<file path="src/design/ktt_pkg.sv">
package ktt_pkg;

  localparam logic [1:0] MODE_INSERT = 2'd0;
  localparam logic [1:0] MODE_DELETE = 2'd1;
  localparam logic [1:0] MODE_FIND   = 2'd2;
  localparam logic [1:0] MODE_TICK   = 2'd3;

  localparam logic [2:0] ST_OK       = 3'd0;
  localparam logic [2:0] ST_DUP      = 3'd1;
  localparam logic [2:0] ST_FULL     = 3'd2;
  localparam logic [2:0] ST_NOTFOUND = 3'd3;
  localparam logic [2:0] ST_EXPIRED  = 3'd4;
  localparam logic [2:0] ST_NONE     = 3'd5;

  typedef struct packed {
    logic [3:0]  etype;
    logic [31:0] ekey;
    logic [31:0] due;
  } entry_t;

endpackage

</file>
<file path="src/design/keyed_timer_table.sv">
// A request is accepted only while idle and runs through the slot scan and the finish state;
// busy is high through both and drops as the final result appears. A new request is taken
// only after the last one is through; the pace is set by the slot scan through the single read
// port of the entry memory, one slot per cycle, with one shared 32-bit adder. A tick gives one
// result strobe per released timer, the last one at the end, or a single ST_NONE strobe if none.
// Reset (synchronous, rst_n low) empties the table and clears the millisecond counter;
// results cannot be stalled by the receiver.
module keyed_timer_table #(
  parameter int TABLE_DEPTH = 16
) (
  input  logic        clk,
  input  logic        rst_n,
  input  logic        start,
  output logic        busy,
  input  logic [1:0]  in_mode,
  input  logic [3:0]  in_task_type,
  input  logic [31:0] in_key_id,
  input  logic [30:0] in_delay,
  output logic        out_valid,
  output logic [2:0]  out_status,
  output logic [3:0]  out_type,
  output logic [31:0] out_id,
  output logic [30:0] out_remaining,
  output logic        out_last
);

  import ktt_pkg::*;

  localparam int AW = $clog2(TABLE_DEPTH);
  localparam logic [AW:0] LAST_CNT = (AW + 1)'(TABLE_DEPTH);

  localparam logic [1:0] S_IDLE   = 2'd0;
  localparam logic [1:0] S_SCAN   = 2'd1;
  localparam logic [1:0] S_FINISH = 2'd2;

  logic [1:0]             state_r, state_nxt;
  logic [AW:0]            cnt_r, cnt_nxt;
  logic                   cmp_vld_r, cmp_vld_nxt;
  logic [AW-1:0]          cmp_idx_r, cmp_idx_nxt;
  logic [TABLE_DEPTH-1:0] valid_r, valid_nxt;
  logic [31:0]            now_r, now_nxt;

  logic [1:0]             mode_r, mode_nxt;
  logic [3:0]             type_r, type_nxt;
  logic [31:0]            key_r, key_nxt;
  logic [30:0]            delay_r, delay_nxt;

  logic                   match_fnd_r, match_fnd_nxt;
  logic [AW-1:0]          match_idx_r, match_idx_nxt;
  logic [31:0]            match_due_r, match_due_nxt;
  logic                   free_fnd_r, free_fnd_nxt;
  logic [AW-1:0]          free_idx_r, free_idx_nxt;

  logic                   held_vld_r, held_vld_nxt;
  logic [3:0]             held_type_r, held_type_nxt;
  logic [31:0]            held_id_r, held_id_nxt;

  logic                   out_valid_r, out_valid_nxt;
  logic [2:0]             out_status_r, out_status_nxt;
  logic [3:0]             out_type_r, out_type_nxt;
  logic [31:0]            out_id_r, out_id_nxt;
  logic [30:0]            out_rem_r, out_rem_nxt;
  logic                   out_last_r, out_last_nxt;

  logic                   accept;
  logic                   rd_en;
  entry_t                 rd_entry;
  logic                   wr_en;
  entry_t                 wr_entry;

  logic [31:0]            add_a, add_b, add_sum;
  logic                   add_ci;
  logic                   sum_due;
  logic                   slot_valid;
  logic                   key_hit;

  assign accept = start && (state_r == S_IDLE);
  assign busy   = (state_r != S_IDLE);
  assign rd_en  = (state_r == S_SCAN) && (cnt_r != LAST_CNT);

  ktt_ram #(
    .WIDTH($bits(entry_t)),
    .DEPTH(TABLE_DEPTH)
  ) u_entry_ram (
    .clk     (clk),
    .wr_en   (wr_en),
    .wr_addr (free_idx_r),
    .wr_data (wr_entry),
    .rd_en   (rd_en),
    .rd_addr (cnt_r[AW-1:0]),
    .rd_data (rd_entry)
  );

  // The one adder serves the due test of every slot, the remaining time of a find
  // and the due time of an insert.
  always_comb begin
    if (state_r == S_FINISH && mode_r == MODE_INSERT) begin
      add_a  = now_r;
      add_b  = {1'b0, delay_r};
      add_ci = 1'b0;
    end else if (state_r == S_FINISH) begin
      add_a  = match_due_r;
      add_b  = ~now_r;
      add_ci = 1'b1;
    end else begin
      add_a  = rd_entry.due;
      add_b  = ~now_r;
      add_ci = 1'b1;
    end
  end

  assign add_sum = add_a + add_b + {31'd0, add_ci};
  assign sum_due = (add_sum == 32'd0) || add_sum[31];

  assign slot_valid = valid_r[cmp_idx_r];
  assign key_hit    = slot_valid && (rd_entry.etype == type_r) && (rd_entry.ekey == key_r);

  assign wr_entry.etype = type_r;
  assign wr_entry.ekey  = key_r;
  assign wr_entry.due   = add_sum;
  assign wr_en = (state_r == S_FINISH) && (mode_r == MODE_INSERT) && !match_fnd_r &&
                 free_fnd_r;

  always_comb begin
    state_nxt      = state_r;
    cnt_nxt        = cnt_r;
    cmp_vld_nxt    = 1'b0;
    cmp_idx_nxt    = cnt_r[AW-1:0];
    valid_nxt      = valid_r;
    now_nxt        = now_r;
    mode_nxt       = mode_r;
    type_nxt       = type_r;
    key_nxt        = key_r;
    delay_nxt      = delay_r;
    match_fnd_nxt  = match_fnd_r;
    match_idx_nxt  = match_idx_r;
    match_due_nxt  = match_due_r;
    free_fnd_nxt   = free_fnd_r;
    free_idx_nxt   = free_idx_r;
    held_vld_nxt   = held_vld_r;
    held_type_nxt  = held_type_r;
    held_id_nxt    = held_id_r;
    out_valid_nxt  = 1'b0;
    out_status_nxt = out_status_r;
    out_type_nxt   = out_type_r;
    out_id_nxt     = out_id_r;
    out_rem_nxt    = out_rem_r;
    out_last_nxt   = out_last_r;

    unique case (state_r)
      S_IDLE: begin
        if (accept) begin
          state_nxt     = S_SCAN;
          cnt_nxt       = '0;
          mode_nxt      = in_mode;
          type_nxt      = in_task_type;
          key_nxt       = in_key_id;
          delay_nxt     = in_delay;
          match_fnd_nxt = 1'b0;
          free_fnd_nxt  = 1'b0;
          held_vld_nxt  = 1'b0;
          if (in_mode == MODE_TICK) begin
            now_nxt = now_r + 32'd1;
          end
        end
      end
      S_SCAN: begin
        if (cnt_r != LAST_CNT) begin
          cnt_nxt     = cnt_r + 1'b1;
          cmp_vld_nxt = 1'b1;
        end else begin
          state_nxt = S_FINISH;
        end
        if (cmp_vld_r) begin
          if (mode_r == MODE_TICK) begin
            if (slot_valid && sum_due) begin
              // A released timer is held back until the next one or the finish so the final one can carry last.
              valid_nxt[cmp_idx_r] = 1'b0;
              if (held_vld_r) begin
                out_valid_nxt  = 1'b1;
                out_status_nxt = ST_EXPIRED;
                out_type_nxt   = held_type_r;
                out_id_nxt     = held_id_r;
                out_rem_nxt    = '0;
                out_last_nxt   = 1'b0;
              end
              held_vld_nxt  = 1'b1;
              held_type_nxt = rd_entry.etype;
              held_id_nxt   = rd_entry.ekey;
            end
          end else begin
            if (key_hit && !match_fnd_r) begin
              match_fnd_nxt = 1'b1;
              match_idx_nxt = cmp_idx_r;
              match_due_nxt = rd_entry.due;
            end
            if (!slot_valid && !free_fnd_r) begin
              free_fnd_nxt = 1'b1;
              free_idx_nxt = cmp_idx_r;
            end
          end
        end
      end
      S_FINISH: begin
        state_nxt     = S_IDLE;
        out_valid_nxt = 1'b1;
        out_last_nxt  = 1'b1;
        out_type_nxt  = type_r;
        out_id_nxt    = key_r;
        out_rem_nxt   = '0;
        unique case (mode_r)
          MODE_INSERT: begin
            if (match_fnd_r) begin
              out_status_nxt = ST_DUP;
            end else if (free_fnd_r) begin
              out_status_nxt        = ST_OK;
              valid_nxt[free_idx_r] = 1'b1;
            end else begin
              out_status_nxt = ST_FULL;
            end
          end
          MODE_DELETE: begin
            if (match_fnd_r) begin
              out_status_nxt         = ST_OK;
              valid_nxt[match_idx_r] = 1'b0;
            end else begin
              out_status_nxt = ST_NOTFOUND;
            end
          end
          MODE_FIND: begin
            if (match_fnd_r) begin
              out_status_nxt = ST_OK;
              out_rem_nxt    = sum_due ? 31'd0 : add_sum[30:0];
            end else begin
              out_status_nxt = ST_NOTFOUND;
            end
          end
          default: begin
            if (held_vld_r) begin
              out_status_nxt = ST_EXPIRED;
              out_type_nxt   = held_type_r;
              out_id_nxt     = held_id_r;
            end else begin
              out_status_nxt = ST_NONE;
              out_type_nxt   = '0;
              out_id_nxt     = '0;
            end
          end
        endcase
      end
      default: begin
        state_nxt = S_IDLE;
      end
    endcase
  end

  always_ff @(posedge clk) begin
    if (!rst_n) begin
      state_r     <= S_IDLE;
      cnt_r       <= '0;
      cmp_vld_r   <= 1'b0;
      valid_r     <= '0;
      now_r       <= '0;
      held_vld_r  <= 1'b0;
      out_valid_r <= 1'b0;
    end else begin
      state_r     <= state_nxt;
      cnt_r       <= cnt_nxt;
      cmp_vld_r   <= cmp_vld_nxt;
      valid_r     <= valid_nxt;
      now_r       <= now_nxt;
      held_vld_r  <= held_vld_nxt;
      out_valid_r <= out_valid_nxt;
    end
  end

  always_ff @(posedge clk) begin
    cmp_idx_r    <= cmp_idx_nxt;
    mode_r       <= mode_nxt;
    type_r       <= type_nxt;
    key_r        <= key_nxt;
    delay_r      <= delay_nxt;
    match_fnd_r  <= match_fnd_nxt;
    match_idx_r  <= match_idx_nxt;
    match_due_r  <= match_due_nxt;
    free_fnd_r   <= free_fnd_nxt;
    free_idx_r   <= free_idx_nxt;
    held_type_r  <= held_type_nxt;
    held_id_r    <= held_id_nxt;
    out_status_r <= out_status_nxt;
    out_type_r   <= out_type_nxt;
    out_id_r     <= out_id_nxt;
    out_rem_r    <= out_rem_nxt;
    out_last_r   <= out_last_nxt;
  end

  assign out_valid     = out_valid_r;
  assign out_status    = out_status_r;
  assign out_type      = out_type_r;
  assign out_id        = out_id_r;
  assign out_remaining = out_rem_r;
  assign out_last      = out_last_r;

  // No slot comparison may be pending once the block reports idle.
  a_idle_no_compare: assert property (@(posedge clk) disable iff (!rst_n)
    (state_r == S_IDLE) |-> !cmp_vld_r)
    else $error("slot compare pending while idle");

  // Expired entries are only ever reported for a tick request.
  a_expired_from_tick: assert property (@(posedge clk) disable iff (!rst_n)
    (out_valid_r && out_status_r == ST_EXPIRED) |-> (mode_r == MODE_TICK))
    else $error("expired result outside a tick");

  // The final result of a request is followed by a quiet cycle.
  a_last_then_quiet: assert property (@(posedge clk) disable iff (!rst_n)
    (out_valid_r && out_last_r) |=> !out_valid_r)
    else $error("result right after the final one");

  // A result without the last marker is only produced during a tick scan.
  a_not_last_in_scan: assert property (@(posedge clk) disable iff (!rst_n)
    (out_valid_r && !out_last_r) |-> (state_r == S_SCAN || state_r == S_FINISH))
    else $error("intermediate result outside a scan");

endmodule

</file>
<file path="src/design/ktt_ram.sv">
module ktt_ram #(
  parameter int WIDTH = 68,
  parameter int DEPTH = 16
) (
  input  logic                     clk,
  input  logic                     wr_en,
  input  logic [$clog2(DEPTH)-1:0] wr_addr,
  input  logic [WIDTH-1:0]         wr_data,
  input  logic                     rd_en,
  input  logic [$clog2(DEPTH)-1:0] rd_addr,
  output logic [WIDTH-1:0]         rd_data
);

  logic [WIDTH-1:0] mem_r [DEPTH];
  logic [WIDTH-1:0] rd_data_r;

  always_ff @(posedge clk) begin
    if (wr_en) begin
      mem_r[wr_addr] <= wr_data;
    end
    if (rd_en) begin
      rd_data_r <= mem_r[rd_addr];
    end
  end

  assign rd_data = rd_data_r;

endmodule
</file>
<file path="config.mk">
export PLATFORM = sky130hd
export DESIGN_NAME = keyed_timer_table
export DESIGN_NICKNAME = d
export VERILOG_FILES = /design/src/design/ktt_pkg.sv /design/src/design/keyed_timer_table.sv /design/src/design/ktt_ram.sv
export SDC_FILE = /design/constraint.sdc
export NUM_CORES = 2
export LEC_CHECK = 0
export ABC_AREA = 1
export CAP_MARGIN = 20
export CORE_MARGIN = 8
export CORE_UTILIZATION = 40
export DETAILED_ROUTE_END_ITERATION = 10
export DONT_BUFFER_PORTS = 1
export GPL_TIMING_DRIVEN = 0
export PLACE_DENSITY = 0.65
export SYNTH_ARGS = -nofsm -noshare
export SYNTH_HDL_FRONTEND = slang
export SYNTH_SLANG_ARGS = --single-unit
</file>
<file path="constraint.sdc">
create_clock -name clk -period 8 [get_ports clk]
set_input_delay 0.8 -clock clk [delete_from_list [all_inputs] [get_ports clk]]
set_output_delay 0.8 -clock clk [all_outputs]
set_load 0.01 [all_outputs]
</file>
---- After elaboration in Yosys (flattened, before gate mapping) ----
Memories as Yosys holds them, arrays and structs flattened. A register that Yosys moved wholly into a read port is not among the register bits.
Index checks and enable logic that the tools add are counted.
cells by class
  bitwise gates (word level) .............. 7
  reduce and logical (&&, ||, !) cells .... 38
  equal/unequal tests ..................... 23
  $lt $le $gt $ge ......................... 6
  $add $sub $neg .......................... 4
  muxes and demuxes ....................... 84
operators by type and width
  operator                 number
  $mux W32                 9
  $mux W31                 7
  $mux W16                 6
  $pmux W16 S2             2
  $pmux W32 S2             1
  $pmux W31 S2             1
  $add A32 B1 Y32          1
  $add A32 B1 Y32 const B  1
  $add A32 B32 Y32         1
  $and A16 B16 Y16         2
  $eq A32 B32 Y1           1
  $logic_not A32 Y1        1
  $not A16 Y16             2
  $not A32 Y32             1
  $mux W1                  27
  $mux W4                  6
  $reduce_and A5 Y1        4
  $or A16 B16 Y16          1
  $lt A4 B5 Y1 const B     3
  $logic_and A1 B1 Y1      13
  $demux W1 S4             3
  $ge A4 B1 Y1 const B     3
  $mux W3                  4
  $pmux W3 S2              2
  other kinds (27)         60
word-level totals
  memories kept ........................... 1
  bits in registers ....................... 280
  word-level logic and storage cells ...... 187
  bits in writable memories ............... 1088
memory list
  memory             words  bits a word  read ports  clocked after Yosys merged registers in  write ports  line           RTL
  u_entry_ram.mem_r  16     68           1           1                                        1            ktt_ram.sv:14  logic [WIDTH-1:0] mem_r [DEPTH];

---- Depth between registers and ports, before layout ----
  depth after elaboration ................. 12
  depth in mapped cells ................... 34
  gate-level depth less buffers ........... 31

---- Modules after synthesis ----
Synthesis repeated with hierarchy kept, for this count alone.
second synthesis, totals
  cells, all modules ...................... 6195
  area, all modules ....................... 63269.4 um^2
modules (own cells, without submodules)
  module             seq. area each (um^2)  instances  cells an instance  area an instance (um^2)
  ktt_ram            34713.3                1          4472               48514.0
  keyed_timer_table  7787.5                 1          1723               14755.4

---- Least setup slack after synthesis ----
No wires, ideal clock.
  kind .................................... flip-flop to flip-flop
  start point ............................. register mode_r[0]
  end point ............................... memory u_entry_ram.mem_r[14][0] (enable)
  library setup time ...................... 662 ps
  slack ................................... -243 ps
  period minus slack after synthesis ...... 8243 ps
  data required time ...................... 7338 ps
  cell stages (with the launch flop) ...... 7
  data arrival time ....................... 7581 ps
  cells stage by stage .................... edfxtp_1 > inv_1 > ha_1 > nand2_1 > clkinv_1 > nand3_1 > nor4_1
on the way
  longest elaborated chain between the ends .. 6
RTL lines
  element                           line                      RTL
  start: declaration                keyed_timer_table.sv:43   logic [1:0] mode_r, mode_nxt;
  start signal: assignment          keyed_timer_table.sv:279  mode_r <= mode_nxt;
  $logic_not A2 Y1                  keyed_timer_table.sv:121  assign wr_en = (state_r == S_FINISH) && (mode_r == MODE_INSERT) && !match_fnd_r &&
  $logic_and A1 B1 Y1 (3 in a row)  keyed_timer_table.sv:121
  $mux W1                           ktt_ram.sv:18             if (wr_en) begin
  $mux W1 (not written as such)     ktt_ram.sv:19             mem_r[wr_addr] <= wr_data;
  end: declaration                  ktt_ram.sv:14
No other way between the ends.

---- Final worst setup path ----
  start point ............................. register mode_r[0]
  end point ............................... register out_id_r[4] (netlist: out_id[4]) (enable)
on the way
  longest elaborated chain between the ends .. 10
RTL lines
  element                        line                      RTL
  $logic_not A2 Y1 *             keyed_timer_table.sv:97   if (state_r == S_FINISH && mode_r == MODE_INSERT) begin
  $logic_and A1 B1 Y1 *          keyed_timer_table.sv:97
  $mux W32                       keyed_timer_table.sv:97
  $add A32 B32 Y32               keyed_timer_table.sv:112  assign add_sum = add_a + add_b + {31'd0, add_ci};
  $add A32 B1 Y32 *              keyed_timer_table.sv:112
  via add_sum[24]                keyed_timer_table.sv:71   logic [31:0] add_a, add_b, add_sum;
  $logic_not A32 Y1 *            keyed_timer_table.sv:113  assign sum_due = (add_sum == 32'd0) || add_sum[31];
  $logic_or A1 B1 Y1 *           keyed_timer_table.sv:113
  $logic_and A1 B1 Y1 *          keyed_timer_table.sv:176  if (slot_valid && sum_due) begin
  $ne A2 B1 Y1 (no line) *       n/a
  $reduce_and A5 Y1 (no line) *  n/a
  end signal: assignment         keyed_timer_table.sv:292  out_id_r <= out_id_nxt;
  end: declaration               keyed_timer_table.sv:61   logic [31:0] out_id_r, out_id_nxt;
Mark *: on every way through the listed nets, which the timed path passes. The rest lies on a longest branch.
A chain may end at the register's enable or synchronous reset.

==> results.md <==
- Most used cell, CP: nand2_1
- Post-synth cell types: 53
- Initial antenna violation count: 7
- Setup-failing EPs final: 0
- Largest net degree at the start of global routing: 37
- Antenna Violating Nets Remaining: 0
- Yosys top cell by area: edfxtp_1
- Crit-path max cell delay: 0.63 ns
- DRT Pass-1 Iters: 6
- Detailed Place HPWL: 124,000 um
- CP top delay family: simple AND/OR/NAND/NOR gates
- CP Capture Type: register
- Synthesis Warnings: 0
- Via/cell ratio: 5.65
- Status: complete, no violations
- Post-Syn Instances: 4,778
- R2R cell count: 30
- Global-route wire length before repair: roughly 250,000 um
- Reg2reg end: out_id[4]$_DFFE_PP_
- Initial drt markers: 4,721
- Critical path startpoint: mode_r[0]$_DFFE_PP_
- Drt wl/cell: about 24 um
- MaxCap Viol Count: 0
- Worst R2R Setup Slack: 0.87 ns
- Register area share after synthesis: 72.7%
- VDD IR max: 0.300 mV
- Syn avg cell area: 12.2 um2
- Die X: 398 um
- Vias in the first global route: 38,300
- TritonCTS sink count: 1,436
- Post_cts resized: 0
- Clock Path Buffers: 3
- Number of cells on the critical path: 30
- Synth Area in Compound Gates: 11.2%
- Final wirelength: 172,000 um
- Number of synthesized register bits: 1,436
- Die Area: 0.159 mm2
- Post-synthesis mux area share: 0%
- Setup crit end: out_id[4]$_DFFE_PP_
- Final worst-path cycle share: about nine tenths
- Slew headroom: 23.9%
- Root Driver: clkbuf_16
- Commonest non-fill, non-tap cell in the layout: edfxtp_1
- Synth Flop Type: edfxtp_1
- Kind of critical path: reg -> reg
- Critical path's slowest cell: nor2_4
- Port bufs: 0
- GP Congestion: 0.926
- Main combinational cell family by area after synthesis: simple AND/OR/NAND/NOR gates
- Skew final: about 0.032 ns
- Post-Syn Area: roughly 0.058 mm2
- Final Non-Filler Cells: 7,031
- Final Power: 25.5 mW
- Area Growth Syn to Fin: 14.3%
- Filler Cell Count: 13,000
- WP buf/inv: 5
- DRC Markers: 0
- Max Fclk: 140 MHz
- Total Routing Usage GR: 21.2%
- CP max FO: 29
- Fraction of registers with async set/reset: 0%
- Lkg Pwr: 22.2 nW
- RSZ-0062 raised after global routing: false
- Worst hold path type: in -> reg
- Starting density of the core: 40.2%
- Core area: about 0.15 mm2
- Num CTS Buffers: 141
- Synth Area in XOR/XNOR: 0.270%
- Synth Area in Adders: 0.989%
- CTS tree: yes
- R2r startpoint: mode_r[0]$_DFFE_PP_
- Global route overflow: 0
- Chip Height: 398 um
- Clk pin slew, worst setup/hold paths: 0.06 ns
- Commonest cells after routing, fill and taps aside: edfxtp_1, nor2_1, o21ai_0
- Worst slew pin tran: between 1 and 1.5 ns
- Pwr/cell area: 382 mW/mm2
- Final TNS setup: 0 ns
- H-tree depth: 4
- Mapped Nets: 4,895
- Rows: 140
- Fraction of layout instances using a drive strength above 1: under 10%
- Post-synth EDFFs: around 1,400
- Max Slew Vio Count: 0
- Fin area: 0.0668 mm2
- Via count: 39,700
- Hold buffer count at CTS: 0
- Placed Area: 0.0622 mm2
- Placed Cells: 6,778
- Synth area leaders: edfxtp_1, o21ai_0, nor2_1, nand2_1, o22ai_1
- Synth Area in Simple Gates: 11.3%
- Clk Latency, worst-skew pair: 0.79 ns
- Nets@finish: 5,123
- Worst path arrival time: 7.58 ns
- WP data required: around 8.5 ns
- Setup bufs post-CTS: 0
- Worst setup SP type: register
- Final min period: 7.13 ns
- # IOs: 145
- Top-area cell type share of the netlist area: 70.6%
- Final hold vios: 0
==> cells by family (layout without fill, tap and decap cells) <==
group,count (synthesis),count (layout)
and+or+nand+nor,1604,1604
DFF,1436,1436
AOI/OAI and AO/OA,1136,1136
buffers and inverters,539,874
adders and majority gates,45,45
xor gates and xnor gates,18,18
other,0,1
==> worst reg2reg max path: cells and delay by family (launching register included) <==
family,cells,cell delay (ns)
AOI/OAI and AO/OA,1,0.20
adders and majority gates,3,1.34
buffers and inverters,5,1.42
DFF,1,0.43
and+or+nand+nor,21,3.39
==> layout make-up <==
class / instances / area (um2) / area share (%)
plain buffers: 260 / 1000 / 1.50
multi-input cells: 2803 / 14000 / 21.0
repair buffers: 85 / 1200 / 1.79
diodes: 1 / 2.50 / 0.00375
flip-flops and latches: 1436 / 42500 / 63.6
clock buffers: 172 / 3700 / 5.54
clock inverters: 78 / 888 / 1.33
inverters: 279 / 1050 / 1.57
well taps: 1917 / 2400 / 3.59
==> worst min path at each step <==
stage                                 to  slack [ns]                   from  depth (start not counted)
floorplan           cmp_idx_r[0]$_DFF_P_        0.35  cnt_r[0]$_SDFFE_PN0P_                          0
global placement    cmp_idx_r[0]$_DFF_P_        0.39  cnt_r[0]$_SDFFE_PN0P_                          0
detailed placement  cmp_idx_r[0]$_DFF_P_        0.37  cnt_r[0]$_SDFFE_PN0P_                          0
global route          key_r[3]$_DFFE_PP_        0.06           in_key_id[3]                          0
finish               type_r[3]$_DFFE_PP_        0.11        in_task_type[3]                          0
CTS                   key_r[3]$_DFFE_PP_        0.05           in_key_id[3]                          0
==> where the power goes <==
part / leakage [nW] / switching [mW] / internal (mW)
combinational: 7.07 / 6.36 / 1.94
sequential: 12.9 / 0.521 / 10.1
clock: 2.23 / 2.90 / 3.72
==> routing by layer <==
layer	wire length, um	part of all wire [%]	vias up	GRT usage (%)
li1	-	-	17900	-
met1	71400	41	19600	29.1
met2	79600	46	1954	33.9
met3	15900	9.2	290	4.23
met4	5320	3.1	0	7.08
met5	0	0	-	0
==> through the flow <==
step	utilization, %	hold slack (ns)	setup slack [ns]
after CTS	45.9	0.0537	0.781
after global placement	41.8	0.389	-7.62
after floorplan	-	0.354	-0.243
after global routing	45.9	0.0593	0.273
after detailed placement	42.8	0.374	0.800
final	45.9	0.106	0.872
==> synthesized netlist by cell type (2+ instances only) <==
cell and number:
edfxtp_1 1374, nor4_1 12, nand2_2 12, nor3b_1 4, nor2_2 6, nor2_1 742
inv_2 11, nand3_2 5, nand2_4 2, nand4_1 19, clkbuf_1 241, a21oi_1 101
or2_2 3, o211ai_1 30, inv_1 264, dfxtp_1 62, nand3b_1 7, ha_1 43
clkinv_1 4, nand3_1 206, buf_2 7, xnor2_1 5, xor2_1 13, buf_1 11
nor3_2 3, nor3_1 34, fa_1 2, a211oi_1 7, nand2_1 543, o221ai_1 118
o21bai_1 3, a221oi_1 9, o22ai_1 202, o21ai_0 654
==> sequential cells by signal, indices dropped and copies added (netlist names), 5 cells and up <==
name,count
held_id_r,32
out_remaining,31
key_r,32
u_entry_ram.mem_r,1088
u_entry_ram.rd_data,68
valid_r,16
match_due_r,32
delay_r,31
out_id,32
now_r,32
cnt_r,5
Power figures use the tool's default switching activity.
